<file path="src/hdl/ctmc_pkg.sv">
// Shared types, constants and helper functions of the circle tile map collision core.
package ctmc_pkg;

  // Field widths of the stream items.
  localparam int POS_W      = 14;
  localparam int TILE_IDX_W = 6;
  localparam int CODE_W     = 8;
  localparam int RADIUS_W   = 10;
  localparam int IN_DATA_W  = 48;
  localparam int OUT_DATA_W = 8;

  // Internal widths, sized for the smallest allowed tile (32 Q.4 units).
  localparam int CELL_W = 9;   // tile index of a centre, at most 511
  localparam int MAG_W  = 11;  // distance magnitude inside a tile, at most 1024
  localparam int SQ_W   = 21;  // square of a magnitude
  localparam int D2_W   = 22;  // sum of two squares
  localparam int R2_W   = 20;  // squared radius

  // Reciprocal division of a position by the tile size.
  localparam int RECIP_SH = 24;
  localparam int PROD_W   = 34;

  // Queue between the front and back ends.
  localparam int QUEUE_DEPTH = 2;

  // Default map geometry.
  localparam int MAP_COLS_DEF    = 64;
  localparam int MAP_ROWS_DEF    = 64;
  localparam int TILE_PIXELS_DEF = 16;

  // Configuration register map.
  localparam int CFG_ADDR_W = 3;
  localparam int CFG_DATA_W = 32;
  localparam logic [0:0] REG_RADIUS = 1'b0;
  localparam logic [RADIUS_W-1:0] RADIUS_RESET = 10'd160;

  // Item kinds.
  localparam logic KIND_WRITE = 1'b0;
  localparam logic KIND_QUERY = 1'b1;

  // Tile characters that mark a solid tile.
  localparam logic [CODE_W-1:0] CODE_ONE   = 8'h31;  // '1'
  localparam logic [CODE_W-1:0] CODE_UC_LO = 8'h47;  // 'G'
  localparam logic [CODE_W-1:0] CODE_UC_HI = 8'h4E;  // 'N'
  localparam logic [CODE_W-1:0] CODE_LC_LO = 8'h68;  // 'h'
  localparam logic [CODE_W-1:0] CODE_LC_HI = 8'h6E;  // 'n'

  // Front end sequencer states.
  typedef enum logic [2:0] {
    F_IDLE,
    F_DIV,
    F_FIX,
    F_SQR,
    F_PUSH
  } front_state_t;

  // Back end sequencer states.
  typedef enum logic [2:0] {
    B_CLEAR,
    B_IDLE,
    B_SCAN,
    B_DRAIN,
    B_OUT
  } back_state_t;

  // One prepared job handed from the front end to the back end.
  typedef struct packed {
    logic                  is_query;
    logic [TILE_IDX_W-1:0] tile_col;
    logic [TILE_IDX_W-1:0] tile_row;
    logic                  solid;
    logic [CELL_W-1:0]     ccol;
    logic [CELL_W-1:0]     crow;
    logic [SQ_W-1:0]       sqx_lo;  // neighbor column to the left
    logic [SQ_W-1:0]       sqx_hi;  // neighbor column to the right
    logic [SQ_W-1:0]       sqy_lo;  // neighbor row above
    logic [SQ_W-1:0]       sqy_hi;  // neighbor row below
    logic [R2_W-1:0]       r2;
  } job_t;

  // Classifies a tile character as solid or open.
  function automatic logic code_is_solid(input logic [CODE_W-1:0] code);
    logic res;
    res = (code == CODE_ONE) ||
          ((code >= CODE_UC_LO) && (code <= CODE_UC_HI)) ||
          ((code >= CODE_LC_LO) && (code <= CODE_LC_HI));
    return res;
  endfunction

endpackage

</file>
<file path="src/hdl/ctmc_front.sv">
// Front end: accepts items, classifies tile codes and prepares query distances.
module ctmc_front #(
  parameter int MAP_COLS    = ctmc_pkg::MAP_COLS_DEF,
  parameter int MAP_ROWS    = ctmc_pkg::MAP_ROWS_DEF,
  parameter int TILE_PIXELS = ctmc_pkg::TILE_PIXELS_DEF
) (
  input  logic                               clk,
  input  logic                               rst_n,
  input  logic                               clearing,
  input  logic                               in_tvalid,
  output logic                               in_tready,
  input  logic                               in_tuser,
  input  logic [ctmc_pkg::IN_DATA_W-1:0]     in_tdata,
  input  logic [ctmc_pkg::RADIUS_W-1:0]      radius,
  output logic                               push_valid,
  input  logic                               push_ready,
  output ctmc_pkg::job_t                     push_job
);

  localparam int TQ    = TILE_PIXELS * 16;
  localparam int RECIP = (1 << ctmc_pkg::RECIP_SH) / TQ;
  localparam logic [ctmc_pkg::PROD_W-1:0] RECIP_L = ctmc_pkg::PROD_W'(RECIP);
  localparam logic [ctmc_pkg::POS_W:0]    TQ_P    = (ctmc_pkg::POS_W + 1)'(TQ);
  localparam logic [ctmc_pkg::MAG_W-1:0]  TQ_M    = ctmc_pkg::MAG_W'(TQ);
  localparam logic [8:0] COLS_L = 9'(MAP_COLS);
  localparam logic [8:0] ROWS_L = 9'(MAP_ROWS);

  ctmc_pkg::front_state_t state_r, state_nxt;
  ctmc_pkg::job_t         job_r, job_nxt;

  logic [ctmc_pkg::POS_W-1:0]  px_r, px_nxt, py_r, py_nxt;
  logic [ctmc_pkg::CELL_W-1:0] qx_r, qx_nxt, qy_r, qy_nxt;
  logic [ctmc_pkg::MAG_W-1:0]  remx_r, remx_nxt, remy_r, remy_nxt;

  logic [ctmc_pkg::TILE_IDX_W-1:0] f_col, f_row;
  logic [ctmc_pkg::CODE_W-1:0]     f_code;
  logic [ctmc_pkg::POS_W-1:0]      f_px, f_py;
  logic                            accept;
  logic                            in_map;
  logic [ctmc_pkg::PROD_W-1:0]     prod_x, prod_y;
  logic [ctmc_pkg::POS_W:0]        base_x, base_y, rem0_x, rem0_y;
  logic [ctmc_pkg::MAG_W-1:0]      magx_hi, magy_hi;

  // Unpack the input transaction.
  assign f_col  = in_tdata[5:0];
  assign f_row  = in_tdata[11:6];
  assign f_code = in_tdata[19:12];
  assign f_px   = in_tdata[33:20];
  assign f_py   = in_tdata[47:34];

  assign in_tready = (state_r == ctmc_pkg::F_IDLE) && !clearing;
  assign accept    = in_tvalid && in_tready;
  assign in_map    = ({3'b0, f_col} < COLS_L) && ({3'b0, f_row} < ROWS_L);

  // Reciprocal products and remainders for the tile index of the centre.
  assign prod_x  = ctmc_pkg::PROD_W'(px_r) * RECIP_L;
  assign prod_y  = ctmc_pkg::PROD_W'(py_r) * RECIP_L;
  assign base_x  = {6'b0, qx_r} * TQ_P;
  assign base_y  = {6'b0, qy_r} * TQ_P;
  assign rem0_x  = {1'b0, px_r} - base_x;
  assign rem0_y  = {1'b0, py_r} - base_y;
  assign magx_hi = TQ_M - remx_r;
  assign magy_hi = TQ_M - remy_r;

  assign push_valid = (state_r == ctmc_pkg::F_PUSH);
  assign push_job   = job_r;

  // Next state and datapath.
  always_comb begin
    state_nxt = state_r;
    job_nxt   = job_r;
    px_nxt    = px_r;
    py_nxt    = py_r;
    qx_nxt    = qx_r;
    qy_nxt    = qy_r;
    remx_nxt  = remx_r;
    remy_nxt  = remy_r;
    case (state_r)
      ctmc_pkg::F_IDLE: begin
        if (accept) begin
          job_nxt.tile_col = f_col;
          job_nxt.tile_row = f_row;
          job_nxt.solid    = ctmc_pkg::code_is_solid(f_code);
          px_nxt           = f_px;
          py_nxt           = f_py;
          if (in_tuser == ctmc_pkg::KIND_QUERY) begin
            job_nxt.is_query = 1'b1;
            state_nxt        = ctmc_pkg::F_DIV;
          end else begin
            job_nxt.is_query = 1'b0;
            // A write beyond the map edge is dropped here.
            state_nxt = in_map ? ctmc_pkg::F_PUSH : ctmc_pkg::F_IDLE;
          end
        end
      end
      ctmc_pkg::F_DIV: begin
        qx_nxt    = prod_x[ctmc_pkg::RECIP_SH +: ctmc_pkg::CELL_W];
        qy_nxt    = prod_y[ctmc_pkg::RECIP_SH +: ctmc_pkg::CELL_W];
        state_nxt = ctmc_pkg::F_FIX;
      end
      ctmc_pkg::F_FIX: begin
        // The estimate is at most one low; one compare corrects it.
        if (rem0_x >= TQ_P) begin
          job_nxt.ccol = qx_r + 1'b1;
          remx_nxt     = ctmc_pkg::MAG_W'(rem0_x - TQ_P);
        end else begin
          job_nxt.ccol = qx_r;
          remx_nxt     = ctmc_pkg::MAG_W'(rem0_x);
        end
        if (rem0_y >= TQ_P) begin
          job_nxt.crow = qy_r + 1'b1;
          remy_nxt     = ctmc_pkg::MAG_W'(rem0_y - TQ_P);
        end else begin
          job_nxt.crow = qy_r;
          remy_nxt     = ctmc_pkg::MAG_W'(rem0_y);
        end
        state_nxt = ctmc_pkg::F_SQR;
      end
      ctmc_pkg::F_SQR: begin
        // Squared distances to the near edges of the outer neighbor tiles.
        job_nxt.sqx_lo = ctmc_pkg::SQ_W'(ctmc_pkg::D2_W'(remx_r) * ctmc_pkg::D2_W'(remx_r));
        job_nxt.sqx_hi = ctmc_pkg::SQ_W'(ctmc_pkg::D2_W'(magx_hi) * ctmc_pkg::D2_W'(magx_hi));
        job_nxt.sqy_lo = ctmc_pkg::SQ_W'(ctmc_pkg::D2_W'(remy_r) * ctmc_pkg::D2_W'(remy_r));
        job_nxt.sqy_hi = ctmc_pkg::SQ_W'(ctmc_pkg::D2_W'(magy_hi) * ctmc_pkg::D2_W'(magy_hi));
        job_nxt.r2     = ctmc_pkg::R2_W'(radius) * ctmc_pkg::R2_W'(radius);
        state_nxt      = ctmc_pkg::F_PUSH;
      end
      ctmc_pkg::F_PUSH: begin
        if (push_ready) begin
          state_nxt = ctmc_pkg::F_IDLE;
        end
      end
      default: begin
        state_nxt = ctmc_pkg::F_IDLE;
      end
    endcase
  end

  // Control state.
  always_ff @(posedge clk) begin
    if (!rst_n) begin
      state_r <= ctmc_pkg::F_IDLE;
    end else begin
      state_r <= state_nxt;
    end
  end

  // Payload registers.
  always_ff @(posedge clk) begin
    job_r  <= job_nxt;
    px_r   <= px_nxt;
    py_r   <= py_nxt;
    qx_r   <= qx_nxt;
    qy_r   <= qy_nxt;
    remx_r <= remx_nxt;
    remy_r <= remy_nxt;
  end

endmodule

</file>
<file path="config.mk">
export PLATFORM = sky130hd
export DESIGN_NAME = ctmc_front
export DESIGN_NICKNAME = d
export VERILOG_FILES = /design/src/hdl/ctmc_pkg.sv /design/src/hdl/ctmc_front.sv
export SDC_FILE = /design/constraint.sdc
export NUM_CORES = 1
export LEC_CHECK = 0
export BUFFER_PORTS_ARGS = -buffer_cell sky130_fd_sc_hd__buf_2
export CELL_PAD_IN_SITES_DETAIL_PLACEMENT = 0
export CELL_PAD_IN_SITES_GLOBAL_PLACEMENT = 1
export CORE_ASPECT_RATIO = 2
export CORE_UTILIZATION = 40
export DETAILED_ROUTE_END_ITERATION = 6
export PLACE_DENSITY_LB_ADDON = 0.1
export SETUP_SLACK_MARGIN = 0.2
export SLEW_MARGIN = 20
export SYNTH_ARGS = -nofsm -noshare
export SYNTH_HDL_FRONTEND = slang
export SYNTH_SLANG_ARGS = --single-unit
</file>
<file path="constraint.sdc">
create_clock -name clk -period 10.8 [get_ports clk]
set_input_delay 1.62 -clock clk [delete_from_list [all_inputs] [get_ports clk]]
set_output_delay 1.62 -clock clk [all_outputs]
set_load 0.02 [all_outputs]
</file>
==> impl_metrics.csv <==
group,metric,value,unit
outcome,status,"completed",
placement,io_buffers,192,
setup_path,cp.required,11.04,ns
setup_path,crit_fanout,21,
setup_path,path_cells,"inv_1 > ha_1 > nand2b_1 > nor2_1 > xnor2_1 > inv_1 > nor2_1 > inv_1 > fa_1 > fa_1 > inv_1 > fa_1 > fa_1 > inv_1 > fa_1 > inv_1 > ha_1 > a211oi_1 > o21bai_1 > o31ai_1 > o211ai_1 > a41oi_1 > xnor2_1",
timing,post-route-period-util,70.0,%
grt,antenna_found_initial,0,
die,coreArea,56500,sq um
final_layout,diodes,0,
power_and_ir_drop,p_leak,12.5,nW
setup_path,critPathKind,"reg -> reg",
cts,clkSinkCount,188,
grt,grt_overflow,0,
logic_synthesis,synth_area_leaders,"fa_1 26%, edfxtp_1 24%, ha_1 15%",
logic_synthesis,async_flop_share,0,%
placement,gp_congestion,0.851,
power_and_ir_drop,p_int,2.88,mW
cts,clock_latency,0.50,ns
cts,cts_buffers,17,
power_and_ir_drop,pwr-share-comb,67.6,%
power_and_ir_drop,vdd_drop_max,143,uV
placement,dp.cells,3165,
setup_path,reg2reg_slack,3.24,ns
power_and_ir_drop,power_frac_clock,13.2,%
routing,drtIter0Drc,494,
final_layout,fin_nets,3074,
setup_path,critPathMaxStageDelay,0.77,ns
grt,grt_use_met2,43.2,%
logic_synthesis,synth-seq-area-share,24.5,%
flow_run,maxCapViolCount,0,
timing,fin_skew,0.0168,ns
cts,cts_resized,0,
cts,cts_root_buf,"clkbuf_16",
timing,finalCriticalPeriod,7.56,ns
cts,path_clk_slew,0.08,ns
setup_path,cp_slowest_cell,"edfxtp_1",
timing,finalSetupViolCount,0,
grt,grtUsageMet1,20.3,%
final_layout,final_common_cell,"inv_1",
setup_path,critPathMostFrequentCell,"inv_1",
routing,drc_errors,0,
timing,slew_viol_final,0,
setup_path,arrival,7.80,ns
timing,rsz0062_at_grt,"false",
routing,vias,15900,
final_layout,final_cell_mix,"529 x inv_1, 303 x fa_1, 273 x ha_1, 192 x buf_2, 185 x edfxtp_1",
die,die_area,58400,sq um
setup_path,reg2regPathDepth,23,
grt,busiest_layer,"met2",
die,initial_core_util,40.6,%
final_layout,syn_to_final_growth,10.4,%
logic_synthesis,synth_flop_cell,"edfxtp_1",
power_and_ir_drop,swShare,46.9,%
cts,clockBufferDepth,2,
routing,wire_per_inst,18.0,um
logic_synthesis,syn_area,22900,sq um
timing,finalHoldViolCount,0,
final_layout,drive_gt1_share,10.8,%
placement,place_hpwl,48.0,mm
die,die_y,341,um
routing,wl,57.6,mm
grt,grt_pass1_vias,17900,
cts,h-tree-depth,4,
cts,cts_tree,"yes",
timing,worstMarginPinSlew,1.03,ns
cts,ctsHoldBuffers,0,
setup_path,critPathCaptureType,"flop",
logic_synthesis,syn_avg_cell_area,10.1,sq um
routing,antenna_left,0,
setup_path,r2r_start,"remy_r[0]",
setup_path,crit_path_start_kind,"flop",
die,die-width,171,um
timing,fin_setup_tns,0,ns
min_path,hp-start,"px_r[6]",
timing,slew-limit-headroom,30.7,%
routing,avgViaCountPerCell,4.96,
final_layout,fin_cells,3197,
die,ios,202,
setup_path,r2r-end,"push_job[40]",
logic_synthesis,yosys_warnings,0,
power_and_ir_drop,powerDensity,214,nW/um^2
logic_synthesis,ys_types,75,
timing,fmax,132,MHz
logic_synthesis,synth-edff-count,185,
grt,use_met3,2.26,%
min_path,worstHoldPathType,"reg -> reg",
die,num_rows,123,
grt,grt_pass1_wl,91.9,mm
cts,postCtsSetupBuffers,0,
grt,grt_usage,21.0,%
logic_synthesis,synth.largest_area_cell,"fa_1",
logic_synthesis,synth_cells,2264,
min_path,worstHoldEndpoint,"remx_r[6]",
routing,dr.pass1.iters,5,
power_and_ir_drop,p_seq_share,19.2,%
logic_synthesis,ys_ff_latch,188,
grt,grt_max_degree,60,
min_path,hold_path_depth,0,
logic_synthesis,synth_top_cell_area_share,26.4,%
power_and_ir_drop,p_sw,2.55,mW
setup_path,crit_path_start,"remy_r[0]",
## worst max-delay path: cells and delay by family, from the launching register on
kind	cells	cell delay, ns
AO/OA/AOI/OAI	5	1.41
flip-flops	1	0.77
XOR/XNOR	2	0.69
adder cells (fa/ha/maj)	7	3.06
AND/OR/NAND/NOR	3	0.51
buffers and inverters	6	0.87
## synthesized netlist by cell type, drive strengths merged, types with 5 or more instances
| master | number |
|---|---|
| edfxtp | 185 |
| a21oi | 57 |
| nand4 | 7 |
| buf | 15 |
| or4 | 5 |
| nand2b | 22 |
| ha | 273 |
| and3 | 19 |
| or2 | 5 |
| o31ai | 10 |
| nor2b | 20 |
| o211ai | 14 |
| nand2 | 154 |
| nand3 | 22 |
| a211oi | 11 |
| o311ai | 6 |
| fa | 303 |
| nor2 | 113 |
| a21o | 22 |
| mux2 | 6 |
| a31oi | 7 |
| o21bai | 7 |
| or3 | 10 |
| and2 | 96 |
| inv | 529 |
| clkbuf | 42 |
| nor4 | 10 |
| o21ai | 34 |
| o21a | 21 |
| nor3b | 5 |
| xnor2 | 98 |
| nor3 | 30 |
| xor2 | 36 |
## per-stage QoR
step / instance area (sq um) / utilization, % / hold WS [ns] / power [mW] / worst slack [ns]
final: 25300 / 44.9 / 0.449 / 5.43 / 3.24
after global routing: 25300 / 44.9 / 0.456 / 5.98 / 2.57
after detailed placement: 24700 / 43.7 / 0.430 / 4.75 / 3.25
after global placement: 24700 / 43.7 / 0.428 / 4.71 / 3.46
after floorplan: 23000 / - / 0.417 / 3.83 / 4.35
after CTS: 25300 / 44.8 / 0.451 / 5.52 / 3.22
## worst max-delay path by stage
stage | end | slack [ns]
CTS | push_job[39] | 3.22
finish | push_job[40] | 3.24
global route | push_job[39] | 2.57
global placement | push_job[40] | 3.46
detailed placement | push_job[39] | 3.25
floorplan | push_job[79] | 4.35
## registers in the layout, indices dropped and copies added, names as in the netlist
name	cells
px_r	14
qx_r	6
state_r	3
py_r	14
push_job	123
qy_r	6
remx_r	11
remy_r	11
## cell type report
type,instances,area [sq um]
flip-flops and latches,188,5620
inverters,531,1990
fillers,5492,31100
multi-input cells,1498,15100
clock buffers,17,425
well taps,750,938
repair buffers,198,1010
clock inverters,15,233
## per-layer routing
layer	wire, um	vias up
met1	20300	7961
met2	34300	260
met5	0	-
li1	-	7562
met3	1140	85
met4	1900	0
## power by group through the flow
| stage | Sequential, mW | Combinational (mW) | Clock, mW |
|---|---|---|---|
| 2_1_floorplan | 1.06 | 2.77 | 0 |
| 3_3_place_gp | 1.06 | 3.65 | 0 |
| 3_5_place_dp | 1.06 | 3.68 | 0 |
| 4_1_cts | 1.04 | 3.73 | 0.742 |
| 5_1_grt | 1.05 | 4.18 | 0.760 |
| 6_report | 1.04 | 3.67 | 0.715 |
## cell families (layout without fill, tap and decap cells)
| kind of cell | after synthesis | in the layout | share of synthesized area (%) |
|---|---|---|---|
| xor+xnor | 134 | 134 | 5.15 |
| other cells | 1 | 11 | 0.0163 |
| simple gates | 534 | 534 | 11.8 |
| fa+ha+maj | 576 | 576 | 41.3 |
| compound gates | 234 | 234 | 7.00 |
| flops | 188 | 188 | 24.5 |
| buf+inv | 588 | 761 | 9.84 |
| mux | 9 | 9 | 0.425 |
No activity file was read; power rests on OpenSTA's default activity.
