## src/hdl/ctmc_pkg.sv

```systemverilog
// Shared types, constants and helper functions of the circle tile map collision core.
package ctmc_pkg;

  // Field widths of the stream items.
  localparam int POS_W      = 14;
  localparam int TILE_IDX_W = 6;
  localparam int CODE_W     = 8;
  localparam int RADIUS_W   = 10;
  localparam int IN_DATA_W  = 48;
  localparam int OUT_DATA_W = 8;

  // Internal widths, sized for the smallest allowed tile (32 Q.4 units).
  localparam int CELL_W = 9;   // tile index of a centre, at most 511
  localparam int MAG_W  = 11;  // distance magnitude inside a tile, at most 1024
  localparam int SQ_W   = 21;  // square of a magnitude
  localparam int D2_W   = 22;  // sum of two squares
  localparam int R2_W   = 20;  // squared radius

  // Reciprocal division of a position by the tile size.
  localparam int RECIP_SH = 24;
  localparam int PROD_W   = 34;

  // Queue between the front and back ends.
  localparam int QUEUE_DEPTH = 2;

  // Default map geometry.
  localparam int MAP_COLS_DEF    = 64;
  localparam int MAP_ROWS_DEF    = 64;
  localparam int TILE_PIXELS_DEF = 16;

  // Configuration register map.
  localparam int CFG_ADDR_W = 3;
  localparam int CFG_DATA_W = 32;
  localparam logic [0:0] REG_RADIUS = 1'b0;
  localparam logic [RADIUS_W-1:0] RADIUS_RESET = 10'd160;

  // Item kinds.
  localparam logic KIND_WRITE = 1'b0;
  localparam logic KIND_QUERY = 1'b1;

  // Tile characters that mark a solid tile.
  localparam logic [CODE_W-1:0] CODE_ONE   = 8'h31;  // '1'
  localparam logic [CODE_W-1:0] CODE_UC_LO = 8'h47;  // 'G'
  localparam logic [CODE_W-1:0] CODE_UC_HI = 8'h4E;  // 'N'
  localparam logic [CODE_W-1:0] CODE_LC_LO = 8'h68;  // 'h'
  localparam logic [CODE_W-1:0] CODE_LC_HI = 8'h6E;  // 'n'

  // Front end sequencer states.
  typedef enum logic [2:0] {
    F_IDLE,
    F_DIV,
    F_FIX,
    F_SQR,
    F_PUSH
  } front_state_t;

  // Back end sequencer states.
  typedef enum logic [2:0] {
    B_CLEAR,
    B_IDLE,
    B_SCAN,
    B_DRAIN,
    B_OUT
  } back_state_t;

  // One prepared job handed from the front end to the back end.
  typedef struct packed {
    logic                  is_query;
    logic [TILE_IDX_W-1:0] tile_col;
    logic [TILE_IDX_W-1:0] tile_row;
    logic                  solid;
    logic [CELL_W-1:0]     ccol;
    logic [CELL_W-1:0]     crow;
    logic [SQ_W-1:0]       sqx_lo;  // neighbor column to the left
    logic [SQ_W-1:0]       sqx_hi;  // neighbor column to the right
    logic [SQ_W-1:0]       sqy_lo;  // neighbor row above
    logic [SQ_W-1:0]       sqy_hi;  // neighbor row below
    logic [R2_W-1:0]       r2;
  } job_t;

  // Classifies a tile character as solid or open.
  function automatic logic code_is_solid(input logic [CODE_W-1:0] code);
    logic res;
    res = (code == CODE_ONE) ||
          ((code >= CODE_UC_LO) && (code <= CODE_UC_HI)) ||
          ((code >= CODE_LC_LO) && (code <= CODE_LC_HI));
    return res;
  endfunction

endpackage

```

## src/hdl/ctmc_queue.sv

```systemverilog
// Short job queue between the front end and the back end.
module ctmc_queue (
  input  logic           clk,
  input  logic           rst_n,
  input  logic           push_valid,
  output logic           push_ready,
  input  ctmc_pkg::job_t push_job,
  output logic           pop_valid,
  input  logic           pop_ready,
  output ctmc_pkg::job_t pop_job
);

  localparam int DEPTH = ctmc_pkg::QUEUE_DEPTH;
  localparam int PTR_W = (DEPTH > 1) ? $clog2(DEPTH) : 1;
  localparam int CNT_W = $clog2(DEPTH + 1);
  localparam logic [CNT_W-1:0] DEPTH_C = CNT_W'(DEPTH);
  localparam logic [PTR_W-1:0] LAST_P  = PTR_W'(DEPTH - 1);

  ctmc_pkg::job_t   mem_r [DEPTH];
  logic [PTR_W-1:0] wr_ptr_r, wr_ptr_nxt, rd_ptr_r, rd_ptr_nxt;
  logic [CNT_W-1:0] count_r, count_nxt;
  logic             do_push, do_pop;

  assign push_ready = (count_r != DEPTH_C);
  assign pop_valid  = (count_r != '0);
  assign pop_job    = mem_r[rd_ptr_r];
  assign do_push    = push_valid && push_ready;
  assign do_pop     = pop_valid && pop_ready;

  // Pointer and fill level update.
  always_comb begin
    wr_ptr_nxt = wr_ptr_r;
    rd_ptr_nxt = rd_ptr_r;
    count_nxt  = count_r;
    if (do_push) begin
      wr_ptr_nxt = (wr_ptr_r == LAST_P) ? '0 : wr_ptr_r + 1'b1;
    end
    if (do_pop) begin
      rd_ptr_nxt = (rd_ptr_r == LAST_P) ? '0 : rd_ptr_r + 1'b1;
    end
    case ({do_push, do_pop})
      2'b10:   count_nxt = count_r + 1'b1;
      2'b01:   count_nxt = count_r - 1'b1;
      default: count_nxt = count_r;
    endcase
  end

  always_ff @(posedge clk) begin
    if (!rst_n) begin
      wr_ptr_r <= '0;
      rd_ptr_r <= '0;
      count_r  <= '0;
    end else begin
      wr_ptr_r <= wr_ptr_nxt;
      rd_ptr_r <= rd_ptr_nxt;
      count_r  <= count_nxt;
    end
  end

  // Entry storage.
  always_ff @(posedge clk) begin
    if (do_push) begin
      mem_r[wr_ptr_r] <= push_job;
    end
  end

endmodule

```

## config.mk

```make
export PLATFORM = sky130hd
export DESIGN_NAME = ctmc_queue
export DESIGN_NICKNAME = d
export VERILOG_FILES = /design/src/hdl/ctmc_pkg.sv /design/src/hdl/ctmc_queue.sv
export SDC_FILE = /design/constraint.sdc
export NUM_CORES = 1
export LEC_CHECK = 0
export ABC_AREA = 1
export BUFFER_PORTS_ARGS = -buffer_cell sky130_fd_sc_hd__buf_2
export CORE_MARGIN = 2
export CORE_UTILIZATION = 35
export DETAILED_ROUTE_END_ITERATION = 16
export GPL_ROUTABILITY_DRIVEN = 1
export PLACE_DENSITY = 0.53
export SLEW_MARGIN = 40
export SYNTH_ARGS = -nofsm -noshare
export SYNTH_HDL_FRONTEND = slang
export SYNTH_SLANG_ARGS = --single-unit
```

## constraint.sdc

```tcl
create_clock -name clk -period 19.88 [get_ports clk]
set_input_delay 0 -clock clk [delete_from_list [all_inputs] [get_ports clk]]
set_output_delay 0 -clock clk [all_outputs]
set_load 0.1 [all_outputs]
```

==> summary by stage, run 1 <==
Synth
Yosys mapped a number of flops with a built-in enable equal to 272. The synthesized design spends more area on one cell type than any other, namely edfxtp_1. In the post-synthesis netlist, the biggest area contributors are edfxtp_1 80%, mux2_2 11%, mux2_4 5.9%. Ranked by instance count, the synthesized netlist is headed by 272 x edfxtp_1, 96 x mux2_2, 40 x mux2_4. The most common cell in the synthesized netlist is edfxtp_1.

For this run, the number of Yosys warnings is 0. Synthesis produced a netlist whose cell count is 459. The async set or reset register ratio after synthesis is 0%. The top-area cell type share of the netlist area is 80.1%. The synthesized netlist contains 15 unique library cells. The average footprint of a synthesized cell is roughly 22 um^2.

For this run, the leading register cell type out of synthesis is edfxtp_1. The cell area that synthesis handed to floorplanning was 0.0102 mm^2. Summing the sequential cell areas from Yosys gives around 80% of the chip area. Counting every net in the synthesized netlist gives 600. Synthesis inferred 277 register bits.

Route
The wire length after detailed routing is 22200 um. The routed layout has around 5800 vias. The remaining antenna violation count is 0. For this run, design rule violations remaining after detail routing come to 0. After detailed routing, the number of vias per cell comes to 4.49.

For this run, the detailed router's first-pass iteration total came to 6. The detailed-route wire length per cell is 17.1 um. The first routing iteration left 238 violations.

Worst setup path
STA puts the critical path data arrival time at 2830 ps. In this run the number of cells on the critical path is 4. The cell family contributing the most delay on the critical path is buffers and inverters. The worst register-to-register path has a depth of 6. For this run, the slowest stage of the critical path takes 600 ps. Along the worst path, the maximum fanout reaches 77.

The worst register-to-register path has a setup slack of between 15000 and 20000 ps. STA classifies the critical path endpoint as an output pin. The critical path in this run is classified as register to output pin. The required time of the worst setup path is 19880 ps. The critical path goes through clkbuf_8, buf_6, mux2_2, buf_2. The slowest cell on the critical path is buf_6. The buffering stage count on the worst path with inverters included is 3. The worst flop-to-flop path endpoint is mem_r[1][16]. The startpoint identified for the worst register-to-register timing path is count_r[0]. The startpoint class of the critical path is a register. The endpoint of the most critical setup path is pop_job[125].

Layout
For this run, the post-layout net count is approximately 1000. The layout has 2413 filler cells. The final antenna diode count is 0. The proportion of layout cells with a drive suffix above 1 is 50.4%. The relative area change from synthesis to final layout is 40.2%.

Outcome
The flow ran to the end, and the final reports show no timing, DRC or antenna violations.

Power and ir drop
The part of the power in registers is between 30% and 40%. Net switching is 41.3% of the power. The leakage power summed over all cells is 5.43 nW. Dividing total power by cell area gives a power density of about 140 mW/mm^2. Of the total power, the clock network draws roughly 25%. Cell internal power was estimated by the tool at around 0.0012 W.

The total power draw is roughly 0.0020 W. The worst voltage drop across the vdd grid is 0.0759 mV. The switching component of the power is 0.000813 W. Of the total power, combinational logic draws 37.5%.

Clock tree
In this run the number of H-tree levels came out at 1. The TritonCTS clock tree is yes. The number of gates given a new drive strength after cts is 0. The tree is rooted in a clkbuf_16. The clock transition at the registers of the reported paths is about 60 ps.

The number of clock sinks is 277. The longest clock path from root to sink contains 3 buffers. In this run, CTS created clock tree buffers numbering 29. The insertion delay to the later sink of the worst-skew pair is about 530 ps.

Placement
The last weighted congestion value of the routability-driven placer is 0.740. The post-DP HPWL is 13700 um. In this run the tool buffered the top-level ports with 277 buffer cells.

Floorplan
The die area is 0.0305 mm^2. The placeable core region is 0.0287 mm^2. The number of rows created at floorplan is 62. The number of I/O pins is ~280. In this run the vertical extent of the chip is 175 um.

The initial utilization of the core area, before any placement, comes to between 30% and 40%. The floorplan step set the die width to 175 um.

STA
For the final database, setup skew stands at 11.0 ps. For the pin with the worst max-slew slack, the measured transition is ~800 ps. The final sum of negative setup slack is 0 ps.

Setup repair after global routing left no endpoint under its margin. Dividing the final minimum period by the clock period gives around 14%. The top achievable clock speed is 0.354 GHz. The number of endpoints with negative hold slack in the final report came to 0. Setup violations remaining at the end of the flow were counted as 0.

The number of max-slew violations in the final report came to 0. The shortest period the worst path allows is 2830 ps. Headroom to the max-slew limit came out at 45.6%.

GRT
The via count of the first global-routing pass is around 6400. Global routing used 14.1% of the available tracks across all layers. The number of antenna violations at the first check in global routing was 0. For this run the aggregate overflow at the end of global routing stands at 0. The first global-routing pass estimated 34000 um of wire. The largest net degree at the start of global routing is 79.

Run
Max-cap violations in this run came to 0.

Min path
The worst hold path belongs to the class primary input to register.
through the flow:
stage / instance area [um^2] / hold slack (ps) / instances / util [%] / setup WS [ps]
global placement: 12000 / 187 / 1112 / 41.9 / 16980
global route: 14300 / 176 / 1299 / 49.8 / 16880
detailed placement: 12000 / 191 / 1112 / 41.9 / 17230
finish: 14300 / 188 / 1299 / 49.8 / 17050
CTS: 14300 / 145 / 1299 / 49.8 / 16900
floorplan: 10200 / 98.9 / 459 / - / 12160
what timing repair did:
action,4_1_cts,5_1_grt
hold buffers,139,0
endpoints found under the setup margin,0,0
endpoints found under the hold margin,277,0
buffers inserted,0,0
how the worst min path moves through the flow:
stage                               end  slack, ps     startpoint  depth (start not counted)
final                        count_r[0]        190     push_valid                          4
after global routing       mem_r[0][90]        180   push_job[90]                          2
after CTS                    count_r[0]        150     push_valid                          4
after detailed placement  mem_r[1][127]        190  push_job[127]                          1
after global placement     mem_r[0][43]        190   push_job[43]                          1
after floorplan             mem_r[0][0]        100    push_job[0]                          0
power groups by stage:
stage               clock network (W)  registers, W  logic, W
floorplan                           0      0.000752  0.000621
global placement                    0      0.000741  0.000716
detailed placement                  0      0.000744  0.000720
CTS                          0.000515      0.000732  0.000744
global route                 0.000537      0.000737  0.000765
finish                       0.000498      0.000731  0.000739
tightest hold or removal path, cell delays in order:
cell	delay (ps)
buf_2	120
nand2_1	240
ha_1	240
a21oi_1	70
layer usage:
metal | track usage [%] | vias up | part of all wire, %
met5 | 0 | - | 0
met4 | 3.85 | 0 | 2.8
met2 | 24.7 | 229 | 49
met1 | 16.8 | 2874 | 41
met3 | 4.35 | 39 | 7.7
li1 | - | 2690 | -
registers in the layout (all words and copies together) (netlist names), named ones only:
name and count:
rd_ptr_r 1, wr_ptr_r 1, count_r 2, mem_r 272
layout by cell type (no fill, tap or decap), drive strengths merged:
master         n
edfxtp       272
ha             1
clkinv        10
nand3          1
o21a           1
dlygate4sd3  139
bufinv         2
nand2         10
inv            5
a21oi          1
o21ai          1
dfxtp          5
clkbuf        35
buf          283
nand4          1
clkinvlp       2
mux2         136
nor2          10
cells by family after synthesis:
| family | count (synthesis) | share of synthesized area, % |
|---|---|---|
| flops | 277 | 81.1 |
| mux | 136 | 16.5 |
| simple gates | 22 | 0.847 |
| buf+inv | 20 | 1.29 |
| compound gates | 3 | 0.172 |
| fa+ha+maj | 1 | 0.123 |
layout make-up:
cell class,instances,area (um^2),area share [%]
multi-input cells,162,1810,12.7
well taps,384,480,3.36
repair buffers,423,2850,19.9
clock inverters,14,119,0.831
flip-flops and latches,277,8270,57.8
inverters,5,18.8,0.131
clock buffers,34,744,5.21
No activity file was read; power rests on OpenSTA's default activity.
==> run 2, diff against run 1 <==
PLACE_DENSITY = 0.55   (was 0.53)
clock period = 2.26 ns   (was 19.88 ns; I/O delays follow)
==> summary by stage, run 2 (synthesis gave the netlist of run 1 again) <==
Outcome
The flow ran to the end, and the final reports show no timing, DRC or antenna violations.

Floorplan
The placeable core region came to 0.0287 mm^2 (unchanged). The chip height is 175 um (unchanged). The die area is 0.0305 mm^2 (unchanged). The number of I/O pins is 278 (unchanged). The number of rows created at floorplan is 62 (unchanged). The initial core utilization is 35.5% (unchanged).

The die boundary width was 175 um (unchanged).

Clock tree
TritonCTS built the clock tree. The count of H-tree levels built during CTS is 1 (unchanged). The number of buffers created by CTS is 30 (+3.4%). The clock transition at the registers of the reported paths is 60 ps (about the same). The number of buffers between clock root and the deepest sink is 3 (unchanged).

The post-CTS setup-driven buffer insertion count is 0 (unchanged). The clock tree root buffer cell is clkbuf_16. The insertion delay to the later sink of the worst-skew pair is 540 ps (about the same). The number of clock sinks is 277 (unchanged).

Layout
The proportion of layout cells with a drive suffix above 1 is 50.6% (+0.21 points). In the final layout, the registers with the most flip-flops are mem_r x272, count_r x2. The number of nets in the final layout was 1042 (+0.29%). The footprint of the multi-input gates is 0.00185 mm^2 (+1.8%). In the layout the commonest cells are 277 x buf_2, 272 x edfxtp_1, 141 x dlygate4sd3_1. From synthesis to final layout, the design area changed by 41.9%.

The number of fillers in the final layout is 2385 (-1.2%). The storage element area came to 0.00827 mm^2 (about the same). The most frequent standard cell in the layout excluding fill and tap cells is buf_2. The post-route non-filler standard cell count is 1308 (+0.69%). The flip-flop count of the largest register after layout is 272 (unchanged). The register with the most flip-flops is mem_r. The final standard cell utilization of the core is 50.4% (+0.59 points).

GRT
The via count of the first global-routing pass is 6360 (-1.0%). The number of antenna violations at the first check in global routing is 1 (+1). The total grt overflow came to 0 (unchanged). The combined global-route utilization of all metal layers is 13.5% (-0.62 points). The global-route wire length before repair is 32900 um (-3.3%).

The largest net degree at the start of global routing came to 87 (+10%).

Worst setup path
The required time of the worst setup path is 2260 ps (-17620 ps). The type of the setup path with the least slack is register to output pin. The startpoint class of the critical path is a register. The worst endpoint data arrival time is 2100 ps (-730 ps). The element type at the critical path end is an output pin. In this run the critical register-to-register path is launched from count_r[1]. The largest fanout on the critical path is 73 (-5.2%).

STA
The number of endpoints with negative hold slack in the final report came to 0 (unchanged). The relative max-transition margin is 61.9% (+16 points). Setup repair after global routing left no endpoint under its margin. The number of max-slew violations in the final report is 0 (unchanged). The share of the clock period used by the worst path after layout is roughly 93%. The shortest period the worst path allows is 2100 ps.

The top achievable clock speed is 0.477 GHz. The worst clock skew was 11.1 ps (+0.158 ps). The transition time of the tightest slew-check pin was 572 ps (-244 ps). The count of final setup violators is 0 (unchanged).

Placement
The number of placed instances with taps included is 1112 (unchanged). The post-DP HPWL is 13200 um (-3.8%). The quantity of I/O buffers inserted on ports is 277 (unchanged). The last weighted congestion value of the routability-driven placer is 0.729 (-1.5%).

Route
The number of DRC violations after detailed-routing iteration 0 came to 316 (+33%). The residual DRC count was 0 (unchanged). The remaining antenna violation count is 0 (unchanged). The number of iterations in the first detailed-routing pass is 4 (-2). The via density per instance is 4.43 (-1.3%). The detailed-route wire length per cell is 16.3 um (-5.0%). The via total after detailed routing is 5798 (-0.58%). The wire length after detailed routing came to 21300 um (-4.3%).

Min path
The startpoint of the worst hold path is push_job[53]. The worst hold path belongs to the class primary input to register.

Power and ir drop
The leakage power summed over all cells is 5.49 nW (+1.1%). The worst voltage drop across the vdd grid is 0.843 mV (+1000%). The power per cell area is 1210 mW/mm^2 (+780%).

Run
The number of maximum-capacitance constraint violations is 0 (unchanged).
run 2: through the flow:
stage	TNS [ps]	setup slack, ps	area, um^2	hold slack, ps	power, W
2_1_floorplan	-233610	-871	10200	98.9	0.0120
3_3_place_gp	0	714	12100	187	0.0128
3_5_place_dp	0	662	12100	191	0.0129
4_1_cts	0	142	14500	150	0.0177
5_1_grt	0	79.9	14500	163	0.0182
6_report	0	162	14500	184	0.0175
run 2: area by class of cell:
type | count | share of cell area (%)
sequential | 277 | 57.2
timing repair buffer | 425 | 20.1
multi-input combinational | 162 | 12.8
clock buffer | 35 | 5.47
tap | 384 | 3.32
clock inverter | 19 | 0.977
inverter | 5 | 0.147
antenna | 1 | 0.0173
run 2: final timing paths:
kind	slack [ps]	cells after the start	end
min	180	2	mem_r[1][53]
min reg2reg	520	2	rd_ptr_r
max	160	3	pop_job[10]
max reg2reg	480	4	count_r[0]
run 2: report_power, final:
group	leakage, nW	total [W]	switching, W	internal [W]
Clock	0.451	0.00454	0.00184	0.00270
Combinational	2.46	0.00656	0.00520	0.00136
Sequential	2.58	0.00644	0.000140	0.00630
Total	5.49	0.0175	0.00718	0.0104
run 2: timing repair:
item / 4_1_cts / 5_1_grt
endpoints found under the hold margin: 277 / 0
resized for setup: 0 / 0
hold buffers: 141 / 0
run 2: layer usage:
| metal | global-route usage (%) | share of wire [%] | up-vias | wire [um] |
|---|---|---|---|---|
| met5 | 0 | 0 | - | 0 |
| met4 | 3.58 | 1.6 | 0 | 340 |
| met3 | 3.81 | 7.5 | 31 | 1600 |
| met2 | 23.3 | 49 | 208 | 10400 |
| met1 | 16.7 | 42 | 2849 | 8930 |
| li1 | - | - | 2710 | - |
run 2: critical path, stage by stage, from the launching register on:
cell and delay (ps):
dfxtp_4 360, buf_12 310, mux2_2 440, buf_2 300
